`config.mk`:
```
export PLATFORM = sky130hd
export DESIGN_NAME = hka_front
export DESIGN_NICKNAME = d
export VERILOG_FILES = /design/src/hw/rtl/hka_pkg.sv /design/src/hw/rtl/hka_front.sv
export SDC_FILE = /design/constraint.sdc
export NUM_CORES = 1
export LEC_CHECK = 0
export ABC_AREA = 1
export ABC_CLOCK_PERIOD_IN_PS = 3350
export BUFFER_PORTS_ARGS = -buffer_cell sky130_fd_sc_hd__buf_2
export CAP_MARGIN = 20
export CORE_AREA = 2 2 58 60
export DETAILED_ROUTE_END_ITERATION = 8
export DIE_AREA = 0 0 60 62
export PLACE_DENSITY = 0.81
export SLEW_MARGIN = 20
export SYNTH_ARGS = -nofsm -noshare
export SYNTH_HDL_FRONTEND = slang
export SYNTH_SLANG_ARGS = --single-unit
```
`constraint.sdc`:
```
create_clock -name vclk -period 3.35
set_input_delay 0.67 -clock vclk [all_inputs]
set_output_delay 0.67 -clock vclk [all_outputs]
set_load 0.02 [all_outputs]
```
`src/hw/rtl/hka_pkg.sv`:
```
// Shared types, constants and the response curve table of the Hall key actuation block.
// Depends on nothing; every other file imports it.
package hka_pkg;

	localparam int KEY_COUNT    = 128;
	localparam int KEY_BITS     = 7;
	localparam int SAMPLE_BITS  = 12;
	localparam int CURVE_COUNT  = 5;
	localparam int CURVE_POINTS = 101;
	localparam int ROM_DEPTH    = CURVE_COUNT * CURVE_POINTS;
	localparam int ROM_IDX_BITS = $clog2(ROM_DEPTH);
	localparam int FIFO_DEPTH   = 4;
	localparam int FIFO_PTR     = $clog2(FIFO_DEPTH);
	localparam int NUM_BITS     = SAMPLE_BITS + 7;

	localparam logic [6:0] FULL_TRAVEL = 7'd100;

	// Register indexes of the configuration port
	localparam logic [2:0] REG_RAPID_ON   = 3'd0;
	localparam logic [2:0] REG_CALIB_ON   = 3'd1;
	localparam logic [2:0] REG_REL_MARGIN = 3'd2;
	localparam logic [2:0] REG_RAP_MARGIN = 3'd3;
	localparam logic [2:0] REG_THR_MARGIN = 3'd4;
	localparam logic [2:0] REG_MIN_RANGE  = 3'd5;

	// Item kinds
	localparam logic KIND_SAMPLE = 1'b0;
	localparam logic KIND_LOAD   = 1'b1;

	typedef struct packed {
		logic        rapid_on;
		logic        calib_on;
		logic [6:0]  release_margin;
		logic [6:0]  rapid_margin;
		logic [5:0]  threshold_margin;
		logic [11:0] min_range;
	} cfg_t;

	typedef struct packed {
		logic                   kind;
		logic [KEY_BITS-1:0]    key;
		logic [SAMPLE_BITS-1:0] sample;
		logic [11:0]            base;
		logic [11:0]            range;
		logic [6:0]             thr;
		logic [2:0]             curve;
	} item_t;

	typedef struct packed {
		logic [11:0] base;
		logic [11:0] range;
		logic [6:0]  thr;
		logic [2:0]  curve;
	} key_cfg_t;

	typedef struct packed {
		logic       pressed;
		logic [6:0] extreme;
	} key_state_t;

	typedef struct packed {
		logic [KEY_BITS-1:0] key;
		logic                pressed;
		logic                changed;
		logic [6:0]          level;
		logic [11:0]         range;
	} result_t;

	typedef struct packed {
		logic empty;
		logic full;
	} fifo_status_t;

	typedef struct packed {
		logic busy;
		logic pop;
	} back_status_t;

	typedef enum logic [2:0] {
		BK_IDLE,
		BK_PREP,
		BK_DIV,
		BK_LOOK,
		BK_FIN
	} back_state_t;

	typedef logic [6:0] curve_rom_t [ROM_DEPTH];

	// Largest k in 0..100 with a*k*k + b*k <= c*x
	function automatic logic [6:0] curve_point(int a, int b, int c, int x);
		int k;
		k = 0;
		while (k < 100 && a * (k + 1) * (k + 1) + b * (k + 1) <= c * x)
			k++;
		return k[6:0];
	endfunction

	// Build the five curves: linear, three gentle bends, square root
	function automatic curve_rom_t build_curves();
		curve_rom_t rom;
		for (int x = 0; x < CURVE_POINTS; x++) begin
			rom[x]                    = x[6:0];
			rom[CURVE_POINTS + x]     = curve_point(3, 700, 1000, x);
			rom[2 * CURVE_POINTS + x] = curve_point(3, 200, 500, x);
			rom[3 * CURVE_POINTS + x] = curve_point(17, 300, 2000, x);
			rom[4 * CURVE_POINTS + x] = curve_point(1, 0, 100, x);
		end
		return rom;
	endfunction

	localparam curve_rom_t CURVE_ROM = build_curves();

endpackage

```
`src/hw/rtl/hka_front.sv`:
```
// Front end: accepts stream requests and normalizes load fields before queueing.
// Depends on hka_pkg.
module hka_front import hka_pkg::*; (
	input  logic                   s_axis_tvalid,
	output logic                   s_axis_tready,
	input  logic [55:0]            s_axis_tdata,
	input  logic                   s_axis_tuser,
	input  cfg_t                   cfg,
	input  fifo_status_t           fifo_st,
	output logic                   push,
	output item_t                  push_item
);

	logic [11:0] rng_in;
	logic [2:0]  cur_in;

	// Accept while the queue has room
	assign s_axis_tready = !fifo_st.full;
	assign push          = s_axis_tvalid && !fifo_st.full;

	assign rng_in = s_axis_tdata[42:31];
	assign cur_in = s_axis_tdata[52:50];

	// Unpack and clamp range up to min_range, unknown curves to linear
	always_comb begin
		push_item.kind   = s_axis_tuser;
		push_item.key    = s_axis_tdata[6:0];
		push_item.sample = s_axis_tdata[18:7];
		push_item.base   = s_axis_tdata[30:19];
		push_item.range  = (rng_in < cfg.min_range) ? cfg.min_range : rng_in;
		push_item.thr    = s_axis_tdata[49:43];
		push_item.curve  = (32'(cur_in) >= CURVE_COUNT) ? 3'd0 : cur_in;
	end

endmodule

```
==> impl_metrics.tcl, run 1 <==
set metrics [dict create \
    status "completed" \
    vdd.ir_drop.worst_mv 0.0472 \
    p_per_area_nw_per_um2 175 \
    dp.cells 195 \
    synth_compound_area_share_pct 1.81 \
    cp.arrival_ns 2.20 \
    wl_mm 1.67 \
    rsz0062_at_grt "no" \
    grt_util_all_layers_pct 8.56 \
    cts_resized 0 \
    fin_nets 256 \
    critPathTopFamily "simple AND/OR/NAND/NOR gates" \
    wl_per_cell_um 8.58 \
    dieArea_um2 3720 \
    multi_input_area_um2 430 \
    switching_share_pct 60.7 \
    viasPerCell 3.96 \
    crit_path_end_kind "primary output" \
    fin_crit_ns 2.87 \
    avgSynthCellArea_um2 5.84 \
    drt_first_pass_iters 4 \
    final_core_util_pct 25.9 \
    worstPathCellList "buf_2, inv_1, ha_1, nand2_1, nor2_2, nand2_2, nor2_2, nor2_2, nand2_2, nand2_1, nand2_1, buf_2" \
    gr-total-overflow 0 \
    layout_common_cells "buf_2 (46), nand2_1 (40), inv_1 (22)" \
    place_hpwl_mm 1.43 \
    synth_area_leaders "buf_4 (36%), nand2_1 (18%), ha_1 (17%), inv_1 (10%), nand3_1 (7.8%)" \
    synth_fa_ha_area_share_pct 16.6 \
    core_um2 3180 \
    seqCellArea_um2 0 \
    syn-num-nets 247 \
    n_clock_buffer 0 \
    drt_iter0_drc 5 \
    fmax_mhz 349 \
    p_int_uw 56.7 \
    die_x_um 60 \
    n_antenna_cell 0 \
    yosysSeqAreaShare_pct 0 \
    grt_pass1_wl_mm 2.50 \
    fp.dieH_um 62 \
    io_pins 150 \
    pwr-share-comb_pct 100.0 \
    antenna_found_initial 0 \
    syn_area_um2 830 \
    crit_buf_inv 3 \
    slew_headroom_pct 81.6 \
    cp_max_fo 12 \
    synth_top_family_by_area "buffers and inverters" \
    power_leakage_nw 0.574 \
    synth_top_area_share_pct 36.2 \
    ys.warnings.count 0 \
    cts_hold_buf 0 \
    seq_power_share_pct 0 \
    drive_gt1_share_pct 37.6 \
    p_switching_uw 87.6 \
    drcViolationCount 0 \
    critPathSlowestCell "ha_1" \
    synth_cells 142 \
    area_growth_pct -0.754 \
    muxShareOfSynthArea_pct 0 \
    rows 21 \
    port_buffers 46 \
    yosys.area_share.simple_pct 33.5 \
    routabilityCongestion 0.639 \
    finalSetupViolations 0 \
    postRouteAntennaNets 0 \
    post_cts_buffers 0 \
    post_synth_num_cell_types 12 \
    synthXorXnorAreaFrac_pct 0 \
    min_path_type "input pin to primary output" \
    first_global_vias 572 \
    crit_type "input pin to primary output" \
    final.setup.tns_ns 0 \
    maxCapViolations 0 \
    report.final.slew_viol_count 0 \
    timing.final.hold_violations 0 \
    crit_required_ns 2.68 \
    layout_commonest_cell "buf_2" \
    synth_area_leader_cell "buf_4" \
    grt_max_degree 13 \
    slowest_delay_ns 0.28 \
    vias 772 \
    start_kind "input pin" \
    finalCritPeriodShare_pct 85.6 \
    seq_cells 0 \
    n_fill_cell 375 \
    fin_cells 195 \
    initial_utilization_pct 26.1 \
    worst_slew_pin_slew_ns 0.275 \
    clkPwrFrac_pct 0 \
]
per-layer routing:
| layer | part of all wire (%) | up-vias | global-route usage [%] |
|---|---|---|---|
| li1 | - | 406 | - |
| met1 | 41 | 330 | 10.8 |
| met2 | 50 | 32 | 15.1 |
| met3 | 7.5 | 4 | 1.86 |
| met4 | 0.96 | 0 | 1.59 |
| met5 | 0 | - | 0 |
final timing paths:
kind	from	depth (start not counted)	to	slack [ns]
max	cfg[11]	12	push_item[18]	0.48
min	s_axis_tdata[20]	0	push_item[23]	1.34
through the flow:
step	area [um^2]	total power, mW	setup WS (ns)	hold slack (ns)
floorplan	830	0.162	0.891	1.42
global placement	823	0.145	0.450	1.34
detailed placement	823	0.148	0.452	1.34
CTS	823	0.148	0.445	1.34
global route	823	0.166	0.228	1.34
finish	823	0.144	0.483	1.34
layout make-up:
cell class                      instances  share of cell area, %
Inverter                               22                   10.0
Multi-Input combinational cell         78                   52.3
Tap cell                               46                   6.99
Timing Repair Buffer                   49                   30.7
power groups by stage:
stage	logic, mW	clock network (mW)	registers, mW
final	0.144	0	0
after global routing	0.166	0	0
after CTS	0.148	0	0
after detailed placement	0.148	0	0
after global placement	0.145	0	0
after floorplan	0.162	0	0
cell usage after synthesis:
cell,instances
buf_4,40
nand2_1,40
inv_1,22
nand3_1,13
ha_1,11
nor2_2,4
a21oi_1,3
nand2_2,3
nor2_1,3
buf_2,1
buf_6,1
nor3b_1,1
cell families (layout without fill, tap and decap cells):
family                     count (synthesis)  count (layout)
AOI/OAI and AO/OA                          3               3
adders and majority gates                 11              11
buffers and inverters                     64              71
and+or+nand+nor                           64              64
Note: power is estimated with default switching activity, not from simulation.
==> inputs of run 2 (changes only) <==
--- a/config.mk
+++ b/config.mk
@@ -6,13 +6,13 @@
 export NUM_CORES = 1
 export LEC_CHECK = 0
 export ABC_AREA = 1
-export ABC_CLOCK_PERIOD_IN_PS = 3350
+export ABC_CLOCK_PERIOD_IN_PS = 2300
 export BUFFER_PORTS_ARGS = -buffer_cell sky130_fd_sc_hd__buf_2
 export CAP_MARGIN = 20
-export CORE_AREA = 2 2 58 60
+export CORE_MARGIN = 1
+export CORE_UTILIZATION = 25
 export DETAILED_ROUTE_END_ITERATION = 8
-export DIE_AREA = 0 0 60 62
-export PLACE_DENSITY = 0.81
+export PLACE_DENSITY = 0.79
 export SLEW_MARGIN = 20
 export SYNTH_ARGS = -nofsm -noshare
 export SYNTH_HDL_FRONTEND = slang
==> constraint.sdc (replaced) <==
create_clock -name vclk -period 2.3
set_input_delay 0.46 -clock vclk [all_inputs]
set_output_delay 0.46 -clock vclk [all_outputs]
set_load 0.02 [all_outputs]
==> run 2 against run 1 <==
Cell area is 36% higher; sequential share of layout area stayed put; combinational power is 120% higher; first-iteration DRC count is 140% higher; utilization is 10 points higher; largest cell class unchanged; clock-buffer cell count stayed put; critical path type unchanged.
==> impl_metrics.tcl, run 2 (synthesis gave the netlist of run 1 again) <==
set metrics [dict create \
    min_path_type "input pin to primary output" \
    final.setup.tns_ns 0 \
    port_buffers 46 \
    finalCritPeriodShare_pct 97.5 \
    io_pins 150 \
    seq_cells 0 \
    grt_util_all_layers_pct 9.48 \
    status "completed" \
    fp.dieH_um 59.6 \
    fin_crit_ns 2.24 \
    drt_iter0_drc 12 \
    crit_path_end_kind "primary output" \
    power_leakage_nw 0.668 \
    wl_mm 1.96 \
    rows 20 \
    n_antenna_cell 0 \
    p_total_uw 316 \
    fin_nets 259 \
    area_growth_pct 34.7 \
    timing.final.hold_violations 0 \
    dr_wl_met2_um 990 \
    n_clock_buffer 0 \
    gr-total-overflow 0 \
    report.final.slew_viol_count 0 \
    placed_cell_area_um2 828 \
    dieArea_um2 3550 \
    top_layer_used "met4" \
    antenna_found_initial 0 \
    die_x_um 59.6 \
    routabilityCongestion 0.655 \
    layout_commonest_cell "buf_2" \
    dpl_worst_slack_ns -0.0506 \
    final_core_util_pct 36.0 \
    dp.cells 194 \
    p_per_area_nw_per_um2 283 \
    design_area_um2 1120 \
    initial_utilization_pct 26.7 \
    first_global_vias 630 \
    fin_cells 196 \
    layout_common_cells "buf_2 (36), nand2_1 (29), inv_1 (17)" \
    grt_pass1_wl_mm 2.65 \
    finalSetupViolations 0 \
    drive_gt1_share_pct 55.9 \
    wl_per_cell_um 9.99 \
    cp.arrival_ns 1.78 \
    drcViolationCount 0 \
    vias 806 \
    crit_type "input pin to primary output" \
    seqCellArea_um2 0 \
    met3_length_um 145 \
    maxCapViolations 0 \
    start_kind "input pin" \
    core_um2 3100 \
    fmax_mhz 446 \
    viasPerCell 4.11 \
    grt_max_degree 13 \
    cp_max_fo 6 \
    crit_required_ns 1.84 \
    place_hpwl_mm 1.44 \
    n_fill_cell 359 \
    vdd.ir_drop.worst_mv 0.0903 \
    drt_first_pass_iters 2 \
    fin_hold_ws_ns 0.920 \
    postRouteAntennaNets 0 \
    wl_met1_um 795 \
    worst_slew_pin_slew_ns 0.168 \
    multi_input_area_um2 622 \
    fin_ws_ns 0.0576 \
    slew_headroom_pct 88.8 \
]
-- run 2: cell count changes in the layout (fill, tap and decap cells not counted), sizes merged --
cell / previous run / this run
nand2: 43 / 44
buf: 49 / 51
-- run 2: final timing paths --
kind	start	cells after the start	to	slack, ns
setup / recovery	s_axis_tdata[41]	12	push_item[14]	0.06
hold / removal	s_axis_tdata[25]	0	push_item[28]	0.92
-- run 2: final cells by class --
cell class,instances,area share [%]
timing repair buffer,51,32.0
multi-input combinational,79,55.7
tap,44,4.93
inverter,22,7.39
-- run 2: where the power goes --
group          internal, mW  switching (mW)
sequential                0               0
clock                     0               0
combinational         0.147           0.169
-- run 2: per-layer routing --
metal  global-route usage, %  up-vias
li1                        -      414
met1                    11.0      348
met2                    17.7       34
met3                    1.31       10
met4                    2.99        0
met5                       0        -
-- run 2: timing repair --
| item | CTS | global route |
|---|---|---|
| cloned | 0 | 1 |
| gates resized for setup | 2 | 58 |
| endpoints found under the setup margin | 12 | 12 |
| hold buffers | 0 | 0 |
| setup buffers | 0 | 1 |
| pin swaps | 0 | 18 |
-- run 2: worst max-delay path, cell delays in order --
cell and delay [ns]:
buf_2 0.13, ha_4 0.25, nand2_4 0.08, nor2_4 0.04
nand2_1 0.07, nand3_2 0.09, nor2_4 0.18, buf_12 0.14
nand2_8 0.08, nand2_2 0.08, nand2_2 0.05, buf_6 0.12
==> inputs of run 3 (changes only) <==
--- a/config.mk
+++ b/config.mk
@@ -5,12 +5,11 @@
 export SDC_FILE = /design/constraint.sdc
 export NUM_CORES = 1
 export LEC_CHECK = 0
-export ABC_AREA = 1
 export ABC_CLOCK_PERIOD_IN_PS = 2300
 export BUFFER_PORTS_ARGS = -buffer_cell sky130_fd_sc_hd__buf_2
 export CAP_MARGIN = 20
 export CORE_MARGIN = 1
-export CORE_UTILIZATION = 25
+export CORE_UTILIZATION = 24
 export DETAILED_ROUTE_END_ITERATION = 8
 export PLACE_DENSITY = 0.79
 export SLEW_MARGIN = 20
==> run 3 against run 2 <==
The flow now finishes with violations (setup timing); worst setup slack worse by 0.29 ns; synthesized area is 5.7% lower; worst hold slack hardly changed; die area is 1.8% lower; via count is 20% lower; fmax is 11% lower.
==> impl_metrics.tcl, run 3 <==
set metrics [dict create \
    status "finished, violations left" \
    violations "setup timing" \
    grt_max_degree 6 \
    yosysSeqAreaShare_pct 0 \
    muxShareOfSynthArea_pct 22.1 \
    synth_top_area_share_pct 37.4 \
    fp.dieH_um 59.1 \
    drive_gt1_share_pct 77.8 \
    min_path_type "input pin to primary output" \
    synth_top_family_by_area "buffers and inverters" \
    syn_area_um2 782 \
    finalSetupViolations 12 \
    synth_fa_ha_area_share_pct 17.6 \
    fin_nets 215 \
    seq_cells 0 \
    post_cts_buffers 0 \
    power_leakage_nw 0.525 \
    initial_utilization_pct 25.4 \
    grt_pass1_wl_mm 2.85 \
    placed_cell_area_um2 831 \
    synth_most_common_cell "buf_4" \
    cp.arrival_ns 2.07 \
    slowest_delay_ns 0.38 \
    place_hpwl_mm 1.57 \
    vias 642 \
    post_synth_num_cell_types 17 \
    synth_cells 98 \
    synth_area_leaders "buf_4 (37%), mux2_4 (19%), ha_1 (18%), inv_1 (5.8%), nor2b_1 (3.2%)" \
    syn-num-nets 203 \
    wl_mm 1.86 \
    grt_util_all_layers_pct 10.8 \
    n_clock_buffer 0 \
    wl_per_cell_um 12.2 \
    design_area_um2 1060 \
    fin_cells 152 \
    synth_compound_area_share_pct 6.72 \
    antenna_found_initial 0 \
    dpl_worst_slack_ns -0.315 \
    crit_required_ns 1.84 \
    drt_first_pass_iters 2 \
    final.setup.tns_ns -2.60 \
    avgSynthCellArea_um2 7.98 \
    yosys.area_share.simple_pct 8.96 \
    first_global_vias 643 \
    port_buffers 46 \
    fmax_mhz 395 \
    drcViolationCount 0 \
    dieArea_um2 3490 \
    io_pins 150 \
    postRouteAntennaNets 0 \
    seqCellArea_um2 0 \
    drt_iter0_drc 2 \
    area_growth_pct 35.7 \
    layout_commonest_cell "buf_2" \
    routabilityCongestion 0.629 \
    vdd.ir_drop.worst_mv 0.0599 \
    ys_top_cells_by_count "buf_4 (39), inv_1 (12), ha_1 (11)" \
    worst_slew_pin_slew_ns 0.193 \
    critPathTopFamily "compound AO/OA/AOI/OAI gates" \
    p_per_area_nw_per_um2 278 \
    crit_path_end_kind "primary output" \
    final_core_util_pct 34.5 \
    dp.cells 152 \
    timing.final.hold_violations 0 \
    gr-total-overflow 0 \
    crit_buf_inv 3 \
    multi_input_area_um2 568 \
    report.final.slew_viol_count 0 \
    critPathSlowestCell "a311o_1" \
    cp_max_fo 5 \
    start_kind "input pin" \
    rows 20 \
    viasPerCell 4.22 \
    worstPathCellList "buf_6, ha_4, a211oi_2, o21ai_1, a311o_1, buf_6, mux2_4, buf_6" \
    fin_crit_ns 2.53 \
    synth_area_leader_cell "buf_4" \
    rsz0062_at_grt "yes" \
    crit_type "input pin to primary output" \
    ys.warnings.count 0 \
    maxCapViolations 0 \
    finalCritPeriodShare_pct 110 \
    timing.critical_path.mode_cell "buf_6" \
    layout_common_cells "buf_2 (28), buf_6 (20), mux2_4 (10)" \
    slew_headroom_pct 87.2 \
    core_um2 3080 \
    die_x_um 59.1 \
    fin_ws_ns -0.231 \
    n_fill_cell 336 \
    n_antenna_cell 0 \
    synthXorXnorAreaFrac_pct 0 \
]
==> run 3: cell types whose count changed in the layout (fill, tap and decap cells not counted), sizes merged, moves of 3 or more <==
cell / previous run / this run
inv: 22 / 12
mux2: 0 / 12
nand2: 44 / 5
nand3: 13 / 0
nor2: 7 / 2
nor2b: 0 / 4
o21ai: 0 / 3
==> run 3: worst paths after layout <==
check                            start            end  slack [ns]  depth (start not counted)
worst max-delay path  s_axis_tdata[33]  push_item[12]       -0.23                          8
worst min-delay path  s_axis_tdata[44]   push_item[4]        0.92                          0
==> run 3: cell families (layout without fill, tap and decap cells) <==
| family | Yosys count | after routing |
|---|---|---|
| buf+inv | 52 | 62 |
| mux | 12 | 12 |
| simple gates | 14 | 14 |
| fa+ha+maj | 11 | 11 |
| compound gates | 9 | 9 |
==> run 3: routing by layer <==
| metal | part of all wire (%) | track usage, % | vias up |
|---|---|---|---|
| li1 | - | - | 301 |
| met1 | 30 | 9.70 | 287 |
| met2 | 51 | 20.9 | 40 |
| met3 | 16 | 5.02 | 14 |
| met4 | 2.5 | 3.40 | 0 |
| met5 | 0 | 0 | - |
==> run 3: area by class of cell <==
type | instances | share of cell area, %
multi-input combinational | 46 | 53.5
timing repair buffer | 50 | 36.6
tap | 44 | 5.19
inverter | 12 | 4.72
==> run 3: stage by stage <==
stage	hold slack (ns)	total power, mW
final	0.920	0.295
after floorplan	0.997	0.240
after detailed placement	0.920	0.220
after CTS	0.920	0.279
after global placement	0.920	0.216
after global routing	0.920	0.320
==> run 3: power by group <==
part           internal [mW]  switching, mW
Combinational          0.165          0.129
Sequential                 0              0
Clock                      0              0
==> run 3: repair_timing <==
item	in CTS	in global routing
endpoints found under the setup margin	12	12
pin swaps	9	6
hold buffers	0	0
endpoints found under the hold margin	0	0
resized for setup	43	16
