===== src/hw/rtl/hka_pkg.sv =====
// Shared types, constants and the response curve table of the Hall key actuation block.
// Depends on nothing; every other file imports it.
package hka_pkg;

	localparam int KEY_COUNT    = 128;
	localparam int KEY_BITS     = 7;
	localparam int SAMPLE_BITS  = 12;
	localparam int CURVE_COUNT  = 5;
	localparam int CURVE_POINTS = 101;
	localparam int ROM_DEPTH    = CURVE_COUNT * CURVE_POINTS;
	localparam int ROM_IDX_BITS = $clog2(ROM_DEPTH);
	localparam int FIFO_DEPTH   = 4;
	localparam int FIFO_PTR     = $clog2(FIFO_DEPTH);
	localparam int NUM_BITS     = SAMPLE_BITS + 7;

	localparam logic [6:0] FULL_TRAVEL = 7'd100;

	// Register indexes of the configuration port
	localparam logic [2:0] REG_RAPID_ON   = 3'd0;
	localparam logic [2:0] REG_CALIB_ON   = 3'd1;
	localparam logic [2:0] REG_REL_MARGIN = 3'd2;
	localparam logic [2:0] REG_RAP_MARGIN = 3'd3;
	localparam logic [2:0] REG_THR_MARGIN = 3'd4;
	localparam logic [2:0] REG_MIN_RANGE  = 3'd5;

	// Item kinds
	localparam logic KIND_SAMPLE = 1'b0;
	localparam logic KIND_LOAD   = 1'b1;

	typedef struct packed {
		logic        rapid_on;
		logic        calib_on;
		logic [6:0]  release_margin;
		logic [6:0]  rapid_margin;
		logic [5:0]  threshold_margin;
		logic [11:0] min_range;
	} cfg_t;

	typedef struct packed {
		logic                   kind;
		logic [KEY_BITS-1:0]    key;
		logic [SAMPLE_BITS-1:0] sample;
		logic [11:0]            base;
		logic [11:0]            range;
		logic [6:0]             thr;
		logic [2:0]             curve;
	} item_t;

	typedef struct packed {
		logic [11:0] base;
		logic [11:0] range;
		logic [6:0]  thr;
		logic [2:0]  curve;
	} key_cfg_t;

	typedef struct packed {
		logic       pressed;
		logic [6:0] extreme;
	} key_state_t;

	typedef struct packed {
		logic [KEY_BITS-1:0] key;
		logic                pressed;
		logic                changed;
		logic [6:0]          level;
		logic [11:0]         range;
	} result_t;

	typedef struct packed {
		logic empty;
		logic full;
	} fifo_status_t;

	typedef struct packed {
		logic busy;
		logic pop;
	} back_status_t;

	typedef enum logic [2:0] {
		BK_IDLE,
		BK_PREP,
		BK_DIV,
		BK_LOOK,
		BK_FIN
	} back_state_t;

	typedef logic [6:0] curve_rom_t [ROM_DEPTH];

	// Largest k in 0..100 with a*k*k + b*k <= c*x
	function automatic logic [6:0] curve_point(int a, int b, int c, int x);
		int k;
		k = 0;
		while (k < 100 && a * (k + 1) * (k + 1) + b * (k + 1) <= c * x)
			k++;
		return k[6:0];
	endfunction

	// Build the five curves: linear, three gentle bends, square root
	function automatic curve_rom_t build_curves();
		curve_rom_t rom;
		for (int x = 0; x < CURVE_POINTS; x++) begin
			rom[x]                    = x[6:0];
			rom[CURVE_POINTS + x]     = curve_point(3, 700, 1000, x);
			rom[2 * CURVE_POINTS + x] = curve_point(3, 200, 500, x);
			rom[3 * CURVE_POINTS + x] = curve_point(17, 300, 2000, x);
			rom[4 * CURVE_POINTS + x] = curve_point(1, 0, 100, x);
		end
		return rom;
	endfunction

	localparam curve_rom_t CURVE_ROM = build_curves();

endpackage


===== src/hw/rtl/hka_fifo.sv =====
// Short request queue between the front end and the back end.
// Depends on hka_pkg.
module hka_fifo import hka_pkg::*; (
	input  logic         clk,
	input  logic         arst_n,
	input  logic         push,
	input  item_t        push_item,
	input  logic         pop,
	output item_t        head_item,
	output fifo_status_t status
);

	item_t                mem_q [FIFO_DEPTH];
	logic [FIFO_PTR-1:0]  wr_q;
	logic [FIFO_PTR-1:0]  rd_q;
	logic [FIFO_PTR:0]    cnt_q;

	assign head_item    = mem_q[rd_q];
	assign status.empty = (cnt_q == '0);
	assign status.full  = (cnt_q == (FIFO_PTR + 1)'(FIFO_DEPTH));

	// Store entries
	always_ff @(posedge clk) begin
		if (push)
			mem_q[wr_q] <= push_item;
	end

	// Advance pointers and count
	always_ff @(posedge clk or negedge arst_n) begin
		if (!arst_n) begin
			wr_q  <= '0;
			rd_q  <= '0;
			cnt_q <= '0;
		end else begin
			if (push)
				wr_q <= wr_q + 1'b1;
			if (pop)
				rd_q <= rd_q + 1'b1;
			case ({push, pop})
				2'b10:   cnt_q <= cnt_q + 1'b1;
				2'b01:   cnt_q <= cnt_q - 1'b1;
				default: cnt_q <= cnt_q;
			endcase
		end
	end

endmodule


===== config.mk =====
export PLATFORM = sky130hd
export DESIGN_NAME = hka_fifo
export DESIGN_NICKNAME = d
export VERILOG_FILES = /design/src/hw/rtl/hka_pkg.sv /design/src/hw/rtl/hka_fifo.sv
export SDC_FILE = /design/constraint.sdc
export NUM_CORES = 1
export LEC_CHECK = 0
export ABC_AREA = 1
export BUFFER_PORTS_ARGS = -buffer_cell sky130_fd_sc_hd__buf_2
export CAP_MARGIN = 20
export CORE_ASPECT_RATIO = 1.75
export CORE_UTILIZATION = 52
export CTS_CLUSTER_DIAMETER = 120
export DETAILED_ROUTE_END_ITERATION = 10
export GPL_ROUTABILITY_DRIVEN = 0
export HOLD_SLACK_MARGIN = 0.12
export PLACE_DENSITY = 0.75
export SYNTH_ARGS = -nofsm -noshare
export SYNTH_HDL_FRONTEND = slang
export SYNTH_SLANG_ARGS = --single-unit

===== constraint.sdc =====
create_clock -name clk -period 2.4 [get_ports clk]
set_clock_uncertainty 0.2 [all_clocks]
set_input_delay 0.36 -clock clk [delete_from_list [all_inputs] [get_ports clk]]
set_output_delay 0.36 -clock clk [all_outputs]
set_load 0.05 [all_outputs]

==> metrics.sh, run 1 <==
SYNTHMUXAREASHARE_PCT=0
PLACEDINSTANCEAREA_SQ_UM=10100
CRIT_SLOWEST_CELL='sky130_fd_sc_hd__dfrtp_4'
INTERNAL_POWER_mW=10.1
LEAKAGE_nW=4.86
TOP_LEVEL_PORTS=114
EFFECTIVE_UTILIZATION_AT_FLOORPLAN_PCT=52.9
DRT-MET1-WL_UM=6890
CP-STARTPOINT='rd_q[0]$_DFFE_PN0P_'
CRITPATHREQUIREDTIME_NS=1.84
MIN-DELAY-START='cnt_q[2]$_DFFE_PN0P_'
CP_MAX_FO=5
SLEW-LIMIT-HEADROOM_PCT=74.9
DRT.ANTENNA.VIOLATING_NETS=0
SYN-INSTANCE-COUNT=678
CLK_PIN_SLEW_NS=0.06
CLOCK_SINK_COUNT=223
SYN_AVG_CELL_AREA_SQ_UM=13.6
RSZ0062_AT_GRT='true'
HOLDWS_NS=0.306
CP-END-KIND='output port'
OUTCOME='finished, final reports clean'
GRT_UTIL_ALL_LAYERS_PCT=20.0
ROUTE.TOP_LAYER_USED='met4'
N_ANTENNA_CELL=0
ANTENNA_FOUND_INITIAL=0
WL_MET3_UM=798
NETS=928
FF2FF_SETUP_SLACK_NS=0.68
PLACE_WORST_SETUP_SLACK_NS=0.370
SETUP_VIOLS_FINAL=0
MAX_CLOCK_FREQ_GHz=0.420
MAX_CAP_VIOL_COUNT=0
YS_FF_LATCH=223
POWER.SHARE.SEQUENTIAL_PCT=31.0
SYNTH.YOSYS.WARNINGS=0
CRITICAL_PATH_ARRIVAL_NS=1.82
POWER.IR.VDD_WORST_V=0.00110
STARTPOINT_OF_THE_WORST_REGISTER_TO_REGISTER_PATH='wr_q[1]$_DFFE_PN0P_'
FIRST_GLOBAL_VIAS=5644
SYNTH.LIB_CELLS_USED.DISTINCT=20
PORT_BUFFERS=113
POST-ROUTE-WORST-SETUP-SLACK_NS=0.0170
CRIT_CHAIN='buf_12 > buf_16 > o211ai_1 > nand2_1 > buf_6'
SYNTH_COMPOUND_GATE_AREA_SHARE_PCT=11.3
CRITICAL_PATH_LAUNCH_POINT_TYPE='flop'
POST_ROUTE_CELLS_DRIVE_ABOVE_1_SHARE_PCT=25.4
VIAS_PER_CELL=5.12
DESIGN.CORE.AREA_SQ_UM=17500
PLACEMENTROWS=64
DETAILEDROUTE.FIRSTPASSITERATIONCOUNT=4
SYNTHADDERAREAFRAC_PCT=0.894
FIN_AREA_SQ_UM=11900
CRITICAL_PATH_CLASS='reg -> out'
HTREE_NUM_LEVELS=1
NUMCTSBUFFERS=20
ROUTE.MET2.WL_UM=10500
SYNTHESIS.NETS=742
GRT_MAX_DEGREE=55
CLKLATENCYLATEPIN_NS=0.49
WIRE_PER_INST_UM=17.0
ROUTED_WIRELENGTH_UM=18800
POST-ROUTE-DRC-COUNT=0
MOST_FREQUENT_STANDARD_CELL_IN_THE_LAYOUT_EXCLUDING_FILL_AND_TAP_CELLS='sky130_fd_sc_hd__edfxtp_1'
MAX-CLOCK-PATH-BUFFERS=3
FINALCRITICALPERIOD_NS=2.38
DETAILED_PLACER_S_ENDING_HPWL_UM=10700
TOTAL_POWER_mW=17.2
TRITONCTS='built'
GR-TOTAL-OVERFLOW=0
ROOT_BUFFER='sky130_fd_sc_hd__clkbuf_16'
TIMING.CRITICAL_PATH.SLOWEST_CELL_DELAY_NS=0.51
MOSTFREQUENTLAYOUTCELLS='216 x sky130_fd_sc_hd__edfxtp_1, 171 x sky130_fd_sc_hd__nand2_1, 117 x sky130_fd_sc_hd__inv_1'
P_PER_AREA_nW_PER_UM2=1450
LOGIC_GATE_SHARE_OF_TOTAL_POWER_PCT=49.0
SYNTH_SEQUENTIAL_AREA_RATIO_PCT=72.2
HOLD_WC_PATH_TYPE='reg -> reg'
SYNTH_SIMPLE_GATE_AREA_SHARE_PCT=7.26
DIE-WIDTH_UM=103
MAIN_COMBINATIONAL_CELL_FAMILY_BY_AREA_AFTER_SYNTHESIS='compound AO/OA/AOI/OAI gates'
PWR-SHARE-CLK_PCT=20.0
DIE_EXTENT_IN_Y_UM=178
TIGHTESTPINTRANSITION_NS=0.375
NETLIST_AREA_SQ_UM=9230
FINAL-HOLD-VIOLATION-COUNT=0
DIE_AREA_SQ_UM=18300
GLOBAL_ROUTE_WIRE_LENGTH_BEFORE_REPAIR_UM=27400
TOTAL_SWITCHING_POWER_mW=7.11
TOTAL_COUNT_OF_MAX_TRANSITION_VIOLATIONS_IN_THE_FINAL_REPORT=0
FINAL_CRITICAL_PATH_SHARE_OF_THE_CLOCK_PERIOD_PCT=99.3
INITIALDRTVIOLATIONCOUNT=322
DETAILROUTE.VIA_COUNT=5671
POST_SYNTH_XOR_AREA_FRACTION_PCT=0.379
SWSHARE_PCT=41.3
SYN_TO_FINAL_GROWTH_PCT=28.8
[power groups by stage]
stage / registers (mW) / clock network (mW) / logic [mW]
global placement: 5.45 / 0 / 6.91
floorplan: 5.37 / 0 / 5.49
global route: 5.40 / 3.64 / 8.97
finish: 5.34 / 3.45 / 8.45
CTS: 5.37 / 3.50 / 7.34
detailed placement: 5.48 / 0 / 6.99
[path summary, 6_finish.rpt]
check	cells after the start	endpoint
setup / recovery	5	head_item[26]
hold / removal	2	cnt_q[2]$_DFFE_PN0P_
setup reg to reg	5	mem_q[1][15]$_DFFE_PP_
hold reg to reg	2	cnt_q[2]$_DFFE_PN0P_
max in group asynchronous	3	rd_q[0]$_DFFE_PN0P_
min in group asynchronous	3	wr_q[0]$_DFFE_PN0P_
[cells by family (layout without fill, tap and decap cells)]
| logic type | after synthesis | count (layout) |
|---|---|---|
| adders and majority gates | 6 | 6 |
| and+or+nand+nor | 177 | 177 |
| DFF | 223 | 223 |
| buffers and inverters | 158 | 357 |
| AOI/OAI and AO/OA | 110 | 110 |
| xor gates and xnor gates | 4 | 4 |
[critical path: cells and delay by family, from the launching register on]
kind	cells	cell delay [ns]
AOI/OAI and AO/OA	1	0.26
and+or+nand+nor	1	0.12
DFF	1	0.51
buffers and inverters	3	0.45
[area by class of cell]
| class | count | area [sq um] |
|---|---|---|
| Multi-Input combinational cell | 297 | 1830 |
| Inverter | 122 | 465 |
| Timing Repair Buffer | 200 | 1920 |
| Clock inverter | 11 | 179 |
| Fill cell | 1182 | 5570 |
| Clock buffer | 24 | 537 |
| Tap cell | 231 | 289 |
| Sequential cell | 223 | 6670 |
[cells in the mapped netlist]
cell	instances	share of area (%)
sky130_fd_sc_hd__nand4_1	1	0.068
sky130_fd_sc_hd__buf_8	2	0.33
sky130_fd_sc_hd__inv_1	121	4.9
sky130_fd_sc_hd__dfrtp_1	7	1.9
sky130_fd_sc_hd__inv_4	1	0.068
sky130_fd_sc_hd__xnor2_1	1	0.095
sky130_fd_sc_hd__fa_1	1	0.22
sky130_fd_sc_hd__o211ai_2	44	6.0
sky130_fd_sc_hd__xor2_1	3	0.28
sky130_fd_sc_hd__ha_1	5	0.68
sky130_fd_sc_hd__buf_4	8	0.65
sky130_fd_sc_hd__o211ai_1	64	5.2
sky130_fd_sc_hd__nand2_1	173	7.0
sky130_fd_sc_hd__o21ai_0	2	0.11
sky130_fd_sc_hd__buf_2	15	0.81
sky130_fd_sc_hd__edfxtp_1	216	70
sky130_fd_sc_hd__nand3_1	1	0.054
sky130_fd_sc_hd__nor3_1	2	0.11
sky130_fd_sc_hd__clkbuf_1	1	0.041
sky130_fd_sc_hd__buf_6	10	1.2
[stage by stage]
step	util (%)	cells	setup TNS, ns
final	68.1	1108	0
after global routing	68.1	1108	-0.532
after CTS	65.7	1100	0
after detailed placement	57.8	1004	0
after global placement	57.8	1004	0
after floorplan	-	678	0
[sequential cells by signal (all words and copies together), names as in the netlist]
register  count
mem_q       216
rd_q          2
wr_q          2
cnt_q         3
[metal layers]
layer  track usage [%]  up-vias
li1                  -     2724
met1              21.6     2756
met2              37.2      145
met3              3.13       46
met4              9.29        0
met5                 0        -
[repair_timing]
action | in CTS | in global routing
setup endpoints to repair | 50 | 51
cloned | 0 | 5
endpoints found under the hold margin | 227 | 0
pin swaps | 1 | 32
hold buffers | 58 | 0
gates resized for setup | 21 | 115
buffers inserted | 3 | 3
Power figures use the tool's default switching activity.
==> run 2, diff against run 1 <==
- ABC_AREA: 1 -> 0
- CORE_MARGIN: default -> 2
- CORE_UTILIZATION: 52 -> 51
==> metrics.sh, run 2 <==
OUTCOME='complete, but fails checks'
FAILED_CHECKS='negative setup slack'
SYN_TO_FINAL_GROWTH_PCT=31.4
ROOT_BUFFER='sky130_fd_sc_hd__clkbuf_16'
LOGIC_GATE_SHARE_OF_TOTAL_POWER_PCT=45.2  # -3.8 points
SYNTHMOSTINSTANTIATEDCELL='sky130_fd_sc_hd__edfxtp_1'
SYNTH_LARGEST_TYPE_AREA_FRACTION_PCT=79.2  # +8.9 points
WIRE_PER_INST_UM=21.5  # +27%
FINAL.FILL_COUNT=981  # -17%
PLACE_WORST_SETUP_SLACK_NS=0.225  # -0.145 ns
SYN_AVG_CELL_AREA_SQ_UM=25.7  # +89%
GRT_MAX_DEGREE=56  # +1.8%
SYNTH_SEQUENTIAL_AREA_RATIO_PCT=81.3  # +9.2 points
INTERNAL_POWER_mW=9.38  # -7.3%
PORT_BUFFERS=113  # unchanged
INITIALDRTVIOLATIONCOUNT=226  # -30%
SLEW-LIMIT-HEADROOM_PCT=71.4  # -3.5 points
CRITPATHREQUIREDTIME_NS=1.84  # about the same
MAX_CAP_VIOL_COUNT=0  # unchanged
DRT.ANTENNA.VIOLATING_NETS=0  # unchanged
PWR-SHARE-CLK_PCT=19.0  # -1.0 points
POST-ROUTE-WORST-SETUP-SLACK_NS=-0.0908  # -0.108 ns
DETAILEDROUTE.FIRSTPASSITERATIONCOUNT=4  # unchanged
TOTAL_SWITCHING_POWER_mW=5.42  # -24%
RSZ0062_AT_GRT='true'
POWER.SHARE.SEQUENTIAL_PCT=35.8  # +4.8 points
SYNTH.YOSYS.WARNINGS=0  # unchanged
HTREE_NUM_LEVELS=1  # unchanged
FIN_AREA_SQ_UM=10800  # -9.5%
SYNTHESIS.NETS=383  # -48%
CRIT_CHAIN='buf_6 > buf_8 > mux4_2 > buf_6'
EFFECTIVE_UTILIZATION_AT_FLOORPLAN_PCT=51.8  # -1.0 points
FINAL-HOLD-VIOLATION-COUNT=0  # unchanged
FINAL_CRITICAL_PATH_SHARE_OF_THE_CLOCK_PERIOD_PCT=104  # +4.5 points
POWER.IR.VDD_WORST_V=0.00100  # -8.6%
MAX_CLOCK_FREQ_GHz=0.401  # -4.3%
STARTPOINT_OF_THE_WORST_REGISTER_TO_REGISTER_PATH='wr_q[0]$_DFFE_PN0P_'
TIGHTESTPINTRANSITION_NS=0.429  # +0.0539 ns
ANTENNA_FOUND_INITIAL=2  # +2
CRITICAL_PATH_LAUNCH_POINT_TYPE='flop'
CLKLATENCYLATEPIN_NS=0.47  # -0.02 ns
CRIT_SLOWEST_CELL='sky130_fd_sc_hd__mux4_2'
CLOCK_SINK_COUNT=223  # unchanged
NETLIST_AREA_SQ_UM=8190  # -11%
GLOBAL_ROUTE_WIRE_LENGTH_BEFORE_REPAIR_UM=23100  # -15%
SYNTH_FLOP_CELL='sky130_fd_sc_hd__edfxtp_1'
ASYNC_RESET_FF_SHARE_PCT=3.14  # unchanged
CP_MAX_FO=5  # unchanged
GR-TOTAL-OVERFLOW=0  # unchanged
PLACEMENTROWS=61  # -4.7%
LARGEST_REGISTER_FFS=216  # unchanged
POST_ROUTE_CELLS_DRIVE_ABOVE_1_SHARE_PCT=41.5  # +16 points
POST_ROUTE_UTILIZATION_PCT=68.1  # about the same
CP-STARTPOINT='rd_q[0]$_DFFE_PN0P_'
CRITICAL_PATH_CLASS='reg -> out'
MOSTFREQUENTLAYOUTCELLS='216 x sky130_fd_sc_hd__edfxtp_1, 59 x sky130_fd_sc_hd__buf_2, 58 x sky130_fd_sc_hd__dlygate4sd3_1'
GRT_UTIL_ALL_LAYERS_PCT=18.0  # -2.1 points
POST-ROUTE-DRC-COUNT=0  # unchanged
TIMING.REG2REG.WORST_PATH_DEPTH=4  # -1
TOP_LEVEL_PORTS=114  # unchanged
SYNTH.LIB_CELLS_USED.DISTINCT=17  # -15%
LEAKAGE_nW=3.79  # -22%
SYNTH_EDF_COUNT=216  # unchanged
SWSHARE_PCT=36.6  # -4.6 points
DESIGN.CORE.AREA_SQ_UM=15800  # -9.5%
SYN-INSTANCE-COUNT=319  # -53%
DIE-WIDTH_UM=99.8  # -2.9%
MOST_FREQUENT_STANDARD_CELL_IN_THE_LAYOUT_EXCLUDING_FILL_AND_TAP_CELLS='sky130_fd_sc_hd__edfxtp_1'
TOTAL_COUNT_OF_MAX_TRANSITION_VIOLATIONS_IN_THE_FINAL_REPORT=0  # unchanged
VIAS_PER_CELL=5.39  # +5.2%
FINALCRITICALPERIOD_NS=2.49  # +0.108 ns
NETS=586  # -37%
MIN-DELAY-START='cnt_q[0]$_DFFE_PN0P_'
CP-END-KIND='output port'
LIBRARY_CELL_WITH_THE_LARGEST_SUMMED_AREA_AFTER_SYNTHESIS='sky130_fd_sc_hd__edfxtp_1'
ROUTED_WIRELENGTH_UM=15600  # -17%
HOLD_WC_PATH_TYPE='reg -> reg'
SYNTH_CELL_COUNT_LEADERS='216 x sky130_fd_sc_hd__edfxtp_1, 54 x sky130_fd_sc_hd__mux4_2, 7 x sky130_fd_sc_hd__dfrtp_1, 6 x sky130_fd_sc_hd__buf_2, 6 x sky130_fd_sc_hd__inv_1'
HOLDWS_NS=0.306  # +0.000141 ns
CRIT_TOP_CELL='sky130_fd_sc_hd__buf_6'
BIGGESTREGSBYFLOPS='mem_q x216, cnt_q x3'
DETAILED_PLACER_S_ENDING_HPWL_UM=9180  # -14%
TRITONCTS='built'
YS_FF_LATCH=223  # unchanged
P_PER_AREA_nW_PER_UM2=1380  # -5.1%
NETLIST_TOP_CELLS_AREA='sky130_fd_sc_hd__edfxtp_1 79%, sky130_fd_sc_hd__mux4_2 15%, sky130_fd_sc_hd__dfrtp_1 2.1%'
CRITICAL_PATH_ARRIVAL_NS=1.93  # +0.11 ns
MAX-CLOCK-PATH-BUFFERS=3  # unchanged
FIRST_GLOBAL_VIAS=4244  # -25%
DIE_AREA_SQ_UM=17100  # -6.5%
WHS_PATH_DEPTH=1  # -1
DIE_EXTENT_IN_Y_UM=172  # -3.7%
DETAILROUTE.VIA_COUNT=3905  # -31%
CLK_PIN_SLEW_NS=0.07  # about the same
LARGEST_REGISTER='mem_q'
TIMING.CRITICAL_PATH.SLOWEST_CELL_DELAY_NS=0.54  # +0.03 ns
SETUP_VIOLS_FINAL=51  # +51
PLACEDINSTANCEAREA_SQ_UM=9120  # -9.7%
NUMCTSBUFFERS=19  # -5.0%
[run 2: cell families after synthesis]
group                    Yosys count  synth area share [%]
AO/OA/AOI/OAI                      2                 0.122
XOR/XNOR                           6                 0.642
adder cells (fa/ha/maj)            6                  1.01
buffers and inverters             18                  1.42
flip-flops                       223                  81.3
multiplexers                      54                  14.8
AND/OR/NAND/NOR                   10                 0.626
[run 2: layout make-up]
class	count	area (sq um)	area share, %
clock buffers	23	490	4.56
multi-input cells	78	1420	13.2
clock inverters	9	71.3	0.663
diodes	3	7.51	0.0698
flip-flops and latches	223	6670	62.0
inverters	6	22.5	0.209
well taps	189	236	2.20
repair buffers	194	1850	17.2
[run 2: what timing repair did]
item | CTS | global route
gates resized for setup | 99 | 17
gates cloned | 0 | 3
hold buffers | 58 | 0
endpoints found under the setup margin | 54 | 54
setup buffers | 4 | 3
hold endpoints to repair | 228 | 0
[run 2: worst paths after layout]
path | slack (ns) | to
min in group asynchronous | 0.66 | rd_q[0]$_DFFE_PN0P_
hold / removal | 0.31 | cnt_q[0]$_DFFE_PN0P_
setup / recovery | -0.09 | head_item[0]
hold reg to reg | 0.31 | cnt_q[0]$_DFFE_PN0P_
setup reg to reg | 0.53 | mem_q[2][15]$_DFFE_PP_
max in group asynchronous | 1.05 | rd_q[0]$_DFFE_PN0P_
[run 2: power groups by stage]
stage / Clock [mW] / Sequential, mW / Combinational (mW)
after CTS: 2.88 / 5.32 / 6.39
after floorplan: 0 / 5.30 / 4.24
after global routing: 3.02 / 5.35 / 6.96
after detailed placement: 0 / 5.44 / 5.43
after global placement: 0 / 5.38 / 5.40
final: 2.82 / 5.30 / 6.69
[run 2: critical path, delay by kind of cell, from the launching register on]
| family | cells | cell delay, ns |
|---|---|---|
| flops | 1 | 0.46 |
| buf+inv | 3 | 0.45 |
| mux | 1 | 0.54 |
[run 2: metal layers]
| metal | vias to the layer above | GRT usage [%] | share of wire (%) |
|---|---|---|---|
| met4 | 0 | 6.73 | 2.4 |
| met3 | 25 | 2.56 | 4.4 |
| li1 | 1758 | - | - |
| met5 | - | 0 | 0 |
| met1 | 1998 | 21.5 | 36 |
| met2 | 124 | 32.7 | 57 |
[run 2: through the flow]
stage | total power [mW] | instances | TNS [ns]
floorplan | 9.53 | 319 | 0
global placement | 10.8 | 622 | 0
detailed placement | 10.9 | 622 | 0
CTS | 14.6 | 716 | -5.25
global route | 15.3 | 724 | -5.78
finish | 14.8 | 725 | -3.54
